===== src/lkcd_pkg.sv =====
package lkcd_pkg;

  // Number of keys on the ladder
  localparam int BUTTON_COUNT = 9;
  localparam int BTN_W = $clog2(BUTTON_COUNT);

  // Command codes
  localparam logic [3:0] CMD_NONE       = 4'd0;
  localparam logic [3:0] CMD_PRESET     = 4'd1;
  localparam logic [3:0] CMD_BANK_UP    = 4'd2;
  localparam logic [3:0] CMD_BANK_DOWN  = 4'd3;
  localparam logic [3:0] CMD_PROG_UP    = 4'd4;
  localparam logic [3:0] CMD_PROG_DOWN  = 4'd5;
  localparam logic [3:0] CMD_SET_PROG   = 4'd6;
  localparam logic [3:0] CMD_RESET      = 4'd7;
  localparam logic [3:0] CMD_ENTER_PROG = 4'd8;
  localparam logic [3:0] CMD_EXIT_PROG  = 4'd9;

  // Configuration register indexes
  localparam logic [2:0] REG_FIRST_PRESET = 3'd0;
  localparam logic [2:0] REG_BANK_UP      = 3'd1;
  localparam logic [2:0] REG_BANK_DOWN    = 3'd2;
  localparam logic [2:0] REG_TAP          = 3'd3;
  localparam logic [2:0] REG_PROGRAM      = 3'd4;
  localparam logic [2:0] REG_RESET_HOLD   = 3'd5;
  localparam logic [2:0] REG_PROGRAM_HOLD = 3'd6;

  // Ladder thresholds: below NONE_BOUND nothing is pressed; below
  // LADDER_BOUNDS[k] the key is 8-k; at or above the last bound key 0.
  localparam logic [9:0] NONE_BOUND = 10'd150;
  localparam logic [9:0] LADDER_BOUNDS [8] = '{
    10'd250, 10'd350, 10'd450, 10'd550, 10'd650, 10'd760, 10'd860, 10'd970
  };

  // Power-on register values
  localparam logic [2:0]  RST_FIRST_PRESET = 3'd0;
  localparam logic [3:0]  RST_BANK_UP      = 4'd5;
  localparam logic [3:0]  RST_BANK_DOWN    = 4'd6;
  localparam logic [3:0]  RST_TAP          = 4'd7;
  localparam logic [3:0]  RST_PROGRAM      = 4'd8;
  localparam logic [15:0] RST_RESET_HOLD   = 16'd3000;
  localparam logic [15:0] RST_PROGRAM_HOLD = 16'd1000;

  // Key assignments and hold limits
  typedef struct packed {
    logic [2:0]  first_preset_button;
    logic [3:0]  bank_up_button;
    logic [3:0]  bank_down_button;
    logic [3:0]  tap_button;
    logic [3:0]  program_button;
    logic [15:0] reset_hold_ms;
    logic [15:0] program_hold_ms;
  } cfg_t;

  // Decoded ladder reading
  typedef struct packed {
    logic             pressed;
    logic [BTN_W-1:0] idx;
  } btn_t;

endpackage


===== src/lkcd_cfg_regs.sv =====
module lkcd_cfg_regs
  import lkcd_pkg::*;
(
  input  logic        clk,
  input  logic        rst,
  input  logic        wr_en,
  input  logic [2:0]  wr_index,
  input  logic [15:0] wr_data,
  output cfg_t        cfg
);

  // Register file; indexes past the list are dropped
  always_ff @(posedge clk) begin
    if (rst) begin
      cfg.first_preset_button <= RST_FIRST_PRESET;
      cfg.bank_up_button      <= RST_BANK_UP;
      cfg.bank_down_button    <= RST_BANK_DOWN;
      cfg.tap_button          <= RST_TAP;
      cfg.program_button      <= RST_PROGRAM;
      cfg.reset_hold_ms       <= RST_RESET_HOLD;
      cfg.program_hold_ms     <= RST_PROGRAM_HOLD;
    end else if (wr_en) begin
      unique case (wr_index)
        REG_FIRST_PRESET: cfg.first_preset_button <= wr_data[2:0];
        REG_BANK_UP:      cfg.bank_up_button      <= wr_data[3:0];
        REG_BANK_DOWN:    cfg.bank_down_button    <= wr_data[3:0];
        REG_TAP:          cfg.tap_button          <= wr_data[3:0];
        REG_PROGRAM:      cfg.program_button      <= wr_data[3:0];
        REG_RESET_HOLD:   cfg.reset_hold_ms       <= wr_data;
        REG_PROGRAM_HOLD: cfg.program_hold_ms     <= wr_data;
        default: ;
      endcase
    end
  end

endmodule


===== src/lkcd_ladder_decode.sv =====
module lkcd_ladder_decode
  import lkcd_pkg::*;
(
  input  logic [9:0] adc_value,
  output btn_t       btn
);

  // Threshold compares; the lowest bound that is passed wins
  always_comb begin
    btn.pressed = (adc_value >= NONE_BOUND);
    btn.idx     = '0;
    for (int k = 7; k >= 0; k--) begin
      if (adc_value < LADDER_BOUNDS[k]) begin
        btn.idx = BTN_W'(8 - k);
      end
    end
  end

endmodule


===== src/lkcd_core.sv =====
module lkcd_core
  import lkcd_pkg::*;
(
  input  logic        clk,
  input  logic        rst,
  input  logic        step,
  input  btn_t        btn,
  input  logic [31:0] now_ms,
  input  cfg_t        cfg,
  output logic [3:0]  command,
  output logic [2:0]  preset_index,
  output logic        in_program_mode
);

  logic [BUTTON_COUNT-1:0] held_flags;
  logic [BUTTON_COUNT-1:0] held_flags_next;
  logic [31:0]             change_time [BUTTON_COUNT];
  logic                    program_mode_flag;
  logic                    program_mode_flag_next;

  logic             rel_any;
  logic [BTN_W-1:0] rel_idx;
  logic             time_wr;
  logic [BTN_W-1:0] time_idx;
  logic [31:0]      held_ms;
  logic [3:0]       btn_wide;
  logic [3:0]       preset_last;
  logic             in_preset;

  // Lowest held key
  always_comb begin
    rel_any = 1'b0;
    rel_idx = '0;
    for (int i = BUTTON_COUNT - 1; i >= 0; i--) begin
      if (held_flags[i]) begin
        rel_any = 1'b1;
        rel_idx = BTN_W'(i);
      end
    end
  end

  assign held_ms     = now_ms - change_time[rel_idx];
  assign btn_wide    = 4'(btn.idx);
  assign preset_last = {1'b0, cfg.first_preset_button} + 4'd4;
  assign in_preset   = (btn_wide >= {1'b0, cfg.first_preset_button}) &&
                       (btn_wide <= preset_last);

  // Press / release decision
  always_comb begin
    command                = CMD_NONE;
    preset_index           = '0;
    program_mode_flag_next = program_mode_flag;
    held_flags_next        = held_flags;
    time_wr                = 1'b0;
    time_idx               = btn.idx;
    if (btn.pressed) begin
      if (!held_flags[btn.idx]) begin
        time_wr                  = 1'b1;
        held_flags_next[btn.idx] = 1'b1;
        priority if (!program_mode_flag && in_preset) begin
          command      = CMD_PRESET;
          preset_index = 3'(btn_wide - {1'b0, cfg.first_preset_button});
        end else if (btn_wide == cfg.bank_up_button && !program_mode_flag) begin
          command = CMD_BANK_UP;
        end else if (btn_wide == cfg.bank_down_button && !program_mode_flag) begin
          command = CMD_BANK_DOWN;
        end else if (btn_wide == cfg.bank_up_button) begin
          command = CMD_PROG_UP;
        end else if (btn_wide == cfg.bank_down_button) begin
          command = CMD_PROG_DOWN;
        end else if (btn_wide == cfg.tap_button && program_mode_flag) begin
          command = CMD_SET_PROG;
        end else begin
          command = CMD_NONE;
        end
      end
    end else if (rel_any) begin
      time_wr                  = 1'b1;
      time_idx                 = rel_idx;
      held_flags_next[rel_idx] = 1'b0;
      if (4'(rel_idx) == cfg.program_button) begin
        priority if (program_mode_flag) begin
          program_mode_flag_next = 1'b0;
          command                = CMD_EXIT_PROG;
        end else if (held_ms > {16'd0, cfg.reset_hold_ms}) begin
          command = CMD_RESET;
        end else if (held_ms > {16'd0, cfg.program_hold_ms}) begin
          program_mode_flag_next = 1'b1;
          command                = CMD_ENTER_PROG;
        end else begin
          command = CMD_NONE;
        end
      end
    end
  end

  assign in_program_mode = program_mode_flag_next;

  // Key state
  always_ff @(posedge clk) begin
    if (rst) begin
      held_flags        <= '0;
      program_mode_flag <= 1'b0;
      for (int i = 0; i < BUTTON_COUNT; i++) begin
        change_time[i] <= '0;
      end
    end else if (step) begin
      held_flags        <= held_flags_next;
      program_mode_flag <= program_mode_flag_next;
      if (time_wr) begin
        change_time[time_idx] <= now_ms;
      end
    end
  end

  // A step never leaves the key it released still marked held
  a_release_clears: assert property (@(posedge clk) disable iff (rst)
    (step && !btn.pressed && rel_any) |=> !held_flags[$past(rel_idx)])
    else $error("released key still held");

endmodule


===== src/ladder_keypad_command_decoder_unit.sv =====
// Channel  Dir  Handshake                 Payload
// s        in   s_tvalid / s_tready       s_tdata: adc_value[9:0], now_ms[41:10]
// m        out  m_tvalid / m_tready       m_tdata: command[3:0], preset_index[6:4],
//                                                  in_program_mode[7]
// cfg      in   cfg_valid / cfg_ready     cfg_index[2:0], cfg_data[15:0]
//
// One poll per cycle sustained while m is not stalled; a poll's result reaches m
// through the input register, then decode and key state into the result register.
// Reset (rst, synchronous) clears key flags, times, program mode and registers
// to their power-on values; no clearing pass is needed.
// A stall on m holds the result; s keeps accepting until the input register
// is also full. cfg is always ready.
module ladder_keypad_command_decoder_unit
  import lkcd_pkg::*;
(
  input  logic        clk,
  input  logic        rst,
  input  logic        s_tvalid,
  output logic        s_tready,
  input  logic [47:0] s_tdata,   // adc_value[9:0], now_ms[41:10], zero[47:42]
  output logic        m_tvalid,
  input  logic        m_tready,
  output logic [7:0]  m_tdata,   // command[3:0], preset_index[6:4], in_program_mode[7]
  input  logic        cfg_valid,
  output logic        cfg_ready,
  input  logic [2:0]  cfg_index,
  input  logic [15:0] cfg_data
);

  cfg_t        cfg;
  btn_t        btn;
  logic        in_valid;
  logic [9:0]  in_adc;
  logic [31:0] in_now;
  logic        advance;
  logic        s_fire;
  logic [3:0]  command;
  logic [2:0]  preset_index;
  logic        in_program_mode;

  assign cfg_ready = 1'b1;
  assign advance   = in_valid && (!m_tvalid || m_tready);
  assign s_tready  = !in_valid || advance;
  assign s_fire    = s_tvalid && s_tready;

  lkcd_cfg_regs u_cfg (
    .clk      (clk),
    .rst      (rst),
    .wr_en    (cfg_valid && cfg_ready),
    .wr_index (cfg_index),
    .wr_data  (cfg_data),
    .cfg      (cfg)
  );

  // Input register
  always_ff @(posedge clk) begin
    if (rst) begin
      in_valid <= 1'b0;
    end else begin
      in_valid <= s_fire || (in_valid && !advance);
    end
  end

  always_ff @(posedge clk) begin
    if (s_fire) begin
      in_adc <= s_tdata[9:0];
      in_now <= s_tdata[41:10];
    end
  end

  lkcd_ladder_decode u_decode (
    .adc_value (in_adc),
    .btn       (btn)
  );

  lkcd_core u_core (
    .clk             (clk),
    .rst             (rst),
    .step            (advance),
    .btn             (btn),
    .now_ms          (in_now),
    .cfg             (cfg),
    .command         (command),
    .preset_index    (preset_index),
    .in_program_mode (in_program_mode)
  );

  // Result register
  always_ff @(posedge clk) begin
    if (rst) begin
      m_tvalid <= 1'b0;
    end else begin
      m_tvalid <= advance || (m_tvalid && !m_tready);
    end
  end

  always_ff @(posedge clk) begin
    if (advance) begin
      m_tdata <= {in_program_mode, preset_index, command};
    end
  end

  // With the result register free, the input side is never blocked
  a_ready_when_free: assert property (@(posedge clk) disable iff (rst)
    !m_tvalid |-> s_tready)
    else $error("input stalled with empty result register");

  a_preset_outside_prog: assert property (@(posedge clk) disable iff (rst)
    (m_tvalid && m_tdata[3:0] == CMD_PRESET) |-> !m_tdata[7])
    else $error("preset issued in program mode");

  a_preset_index_only: assert property (@(posedge clk) disable iff (rst)
    (m_tvalid && m_tdata[3:0] != CMD_PRESET) |-> (m_tdata[6:4] == 3'd0))
    else $error("preset index without preset command");

  a_mode_change: assert property (@(posedge clk) disable iff (rst)
    (m_tvalid && (m_tdata[3:0] == CMD_ENTER_PROG || m_tdata[3:0] == CMD_EXIT_PROG))
    |-> (m_tdata[7] == (m_tdata[3:0] == CMD_ENTER_PROG)))
    else $error("program mode flag disagrees with mode command");

endmodule

===== config.mk =====
export PLATFORM = sky130hd
export DESIGN_NAME = ladder_keypad_command_decoder_unit
export DESIGN_NICKNAME = d
export VERILOG_FILES = /design/src/lkcd_pkg.sv /design/src/lkcd_cfg_regs.sv /design/src/lkcd_ladder_decode.sv /design/src/lkcd_core.sv /design/src/ladder_keypad_command_decoder_unit.sv
export SDC_FILE = /design/constraint.sdc
export NUM_CORES = 1
export LEC_CHECK = 0
export BUFFER_PORTS_ARGS = -buffer_cell sky130_fd_sc_hd__buf_2
export CAP_MARGIN = 30
export CORE_MARGIN = 3
export CORE_UTILIZATION = 55
export CTS_CLUSTER_DIAMETER = 150
export DETAILED_ROUTE_END_ITERATION = 12
export PLACE_DENSITY = 0.75
export REMOVE_ABC_BUFFERS = 1
export SYNTH_ARGS = -nofsm -noshare
export SYNTH_HDL_FRONTEND = slang
export SYNTH_SLANG_ARGS = --single-unit

===== constraint.sdc =====
create_clock -name clk -period 5.6 [get_ports clk]
set_input_delay 1.12 -clock clk [delete_from_list [all_inputs] [get_ports clk]]
set_output_delay 1.12 -clock clk [all_outputs]
set_load 0.05 [all_outputs]

==> impl_metrics.env <==
export IMPL_hold_path_depth=2
export IMPL_fp_dieH_um=214
export IMPL_rows=75
export IMPL_synth_cell_type_count=83
export IMPL_netSwitchingFraction=0.291
export IMPL_drtAntennaViolNets=0
export IMPL_cts_max_level=2
export IMPL_intPower_mw=7.03
export IMPL_globalRouteTotalUtil=0.294
export IMPL_seq_power_share=0.431
export IMPL_clock_sinks=496
export IMPL_clock_path_buffers=3
export IMPL_yosysTopAreaCellShare=0.546
export IMPL_worst_ep_required_time_ps=5950
export IMPL_drive_above_1_share=0.190
export IMPL_start_util=0.562
export IMPL_period_needed_ps=5880
export IMPL_synth_seq_cells=496
export IMPL_tightest_slew_ps=1100
export IMPL_synth_main_ff_cell="edfxtp_1"
export IMPL_cts_tree="yes"
export IMPL_async_flop_share=0
export IMPL_met1_usage=0.386
export IMPL_combinationalPowerShare=0.236
export IMPL_synthTopCellsByArea="edfxtp_1, nand2_1, nor2_1, dfxtp_1, ha_1"
export IMPL_yosysTopAreaCell="edfxtp_1"
export IMPL_dr_first_iter_drc_count=2329
export IMPL_hold_violations=0
export IMPL_grt_pass1_wl_um=106000
export IMPL_dpl_hpwl_um=41700
export IMPL_via_count=19500
export IMPL_die_area_um2=45900
export IMPL_grt_most_used_layer="met2"
export IMPL_antenna_found_initial=0
export IMPL_synth_edf_count=433
export IMPL_grt_pass1_vias=19500
export IMPL_final_max_slew_viol_count=0
export IMPL_post_route_util=0.683
export IMPL_area_delta_synth_final_pct=21.5
export IMPL_clkTransAtPathRegs_ps=60
export IMPL_crit_path_end_kind="flip-flop"
export IMPL_first_pass_iters=6
export IMPL_synth_area_um2=23800
export IMPL_arrival_ps=6230
export IMPL_worst_ir_drop_vdd_uv=297
export IMPL_rr_worst_depth=31
export IMPL_io_pins=83
export IMPL_period_share=1.05
export IMPL_use_met3=0.0554
export IMPL_wl_per_cell_um=21.0
export IMPL_max_freq_mhz=170
export IMPL_power_density_nw_per_um2=342
export IMPL_grtUsageMet2=0.482
export IMPL_worstSetupStartpointType="flip-flop"
export IMPL_place_gp_congestion=0.931
export IMPL_cts_buffers=51
export IMPL_finalWirelength_um=68800
export IMPL_synth_area_per_cell_um2=10.2
export IMPL_yosysWarningCount=0
export IMPL_slew_limit_headroom=0.262
export IMPL_clkLatencyLatePin_ps=610
export IMPL_violations="negative setup slack"
export IMPL_die_x_um=214
export IMPL_viasPerCell=5.95
export IMPL_setup_viol=6
export IMPL_stdcell_area_um2=29000
export IMPL_worst_slack_ps=-278
export IMPL_crit_slowest_cell="or4_4"
export IMPL_grt_max_degree=49
export IMPL_synthCells=2336
export IMPL_antenna_cells=0
export IMPL_critical_path_max_stage_delay_ps=460
export IMPL_path_max_fanout=10
export IMPL_power_switching_mw=2.88
export IMPL_placed_area_um2=26400
export IMPL_io_buffers=74
export IMPL_grt_ovfl_total=0
export IMPL_coreArea_um2=42400
export IMPL_cts_root_buffer="clkbuf_16"
export IMPL_power_leakage_nw=11.0
export IMPL_nNetsFinal=2801
export IMPL_synth_top_cells_by_count="nand2_1, edfxtp_1, nor2_1, a21oi_1, clkbuf_1"
export IMPL_ys_seq_area_frac=0.598
export IMPL_drv_cap=0
export IMPL_status="finished, violations left"
export IMPL_hp_class="reg -> reg"
export IMPL_critPathKind="reg -> reg"
export IMPL_p_clk_frac=0.333
export IMPL_finClkSkew_ps=22.2
export IMPL_drc=0
export IMPL_rsz0062_at_grt="true"
export IMPL_cpMostUsedCell="a21oi_2"
export IMPL_cts_hold_buf=0
export IMPL_synth_most_common_cell="nand2_1"
layer usage:
layer	routed length, um	vias to the layer above
li1	-	8802
met1	26200	9316
met2	32600	1158
met3	7120	218
met4	2880	0
met5	0	-
registers in the layout, indices dropped and copies added (netlist names):
register	cells
u_core.change_time	384
u_cfg.cfg	51
in_now	32
in_adc	9
u_core.held_flags	9
m_tdata	8
in_valid	1
m_tvalid	1
u_core.program_mode_flag	1
worst max-delay path: cells and delay by family (launching register included):
| kind | cells | cell delay, ps |
|---|---|---|
| DFF | 1 | 330 |
| xor gates and xnor gates | 1 | 160 |
| buffers and inverters | 6 | 910 |
| AOI/OAI and AO/OA | 14 | 2240 |
| adders and majority gates | 2 | 610 |
| and+or+nand+nor | 8 | 1380 |
power groups by stage:
stage                     clock, mW  sequential, mW  combinational, mW
after global routing           3.47            4.29               2.53
final                          3.29            4.27               2.34
after global placement            0            4.33               2.02
after detailed placement          0            4.34               2.07
after CTS                      3.32            4.27               2.26
after floorplan                   0            4.33               1.19
layout by cell type, fill, tap and decap left out, drive strengths merged, types with 19 or more instances in the layout:
cell type,instances
nand2,527
edfxtp,433
nor2,385
buf,308
a21oi,162
conb,97
nand3,74
ha,67
clkbuf,67
dfxtp,63
inv,56
o21ai,42
a31oi,33
and3,32
xnor2,27
a311oi,24
o22ai,22
clkinv,22
mux2i,21
nor3,19
cells by family (layout without fill, tap and decap cells):
kind of cell | Yosys count | after routing | share of synthesized area
mux | 21 | 21 | 0.00882
fa+ha+maj | 69 | 69 | 0.0369
simple gates | 1123 | 1124 | 0.199
xor+xnor | 39 | 39 | 0.0143
other cells | 2 | 97 | 0.000315
buf+inv | 189 | 457 | 0.0349
flops | 496 | 496 | 0.598
compound gates | 397 | 397 | 0.107
final cells by class:
type	instances	area (um2)
Timing Repair Buffer	308	2490
Multi-Input combinational cell	1747	9670
Tap cell	577	722
Inverter	56	210
Clock buffer	67	1390
Fill cell	3121	13500
Clock inverter	26	211
Sequential cell	496	14300
worst paths after layout:
path | slack, ps | end | startpoint
worst max-delay path | -280 | m_tdata[0]$_DFFE_PP_ | u_core.held_flags[6]$_SDFFE_PP0P_
worst min-delay path | 450 | u_cfg.cfg[15]$_SDFFE_PP0P_ | u_cfg.cfg[15]$_SDFFE_PP0P_
worst max register to register | -280 | m_tdata[0]$_DFFE_PP_ | u_core.held_flags[6]$_SDFFE_PP0P_
worst min register to register | 450 | u_cfg.cfg[15]$_SDFFE_PP0P_ | u_cfg.cfg[15]$_SDFFE_PP0P_
metrics by stage:
| step | cells | total power [mW] | setup WS, ps | hold WS, ps | TNS, ps |
|---|---|---|---|---|---|
| floorplan | 2298 | 5.53 | -9500 | 430 | -1789750 |
| global placement | 3146 | 6.35 | -704 | 443 | -3530 |
| detailed placement | 3147 | 6.42 | -861 | 448 | -4430 |
| CTS | 3275 | 9.85 | -193 | 456 | -601 |
| global route | 3277 | 10.3 | -543 | 477 | -2880 |
| finish | 3277 | 9.90 | -278 | 453 | -1260 |
what timing repair did:
action,CTS,global route
cloned,3,0
endpoints found under the setup margin,6,6
resized for setup,123,19
setup buffers,34,5
pin swaps,71,19
(Power assumes the default switching activity.)
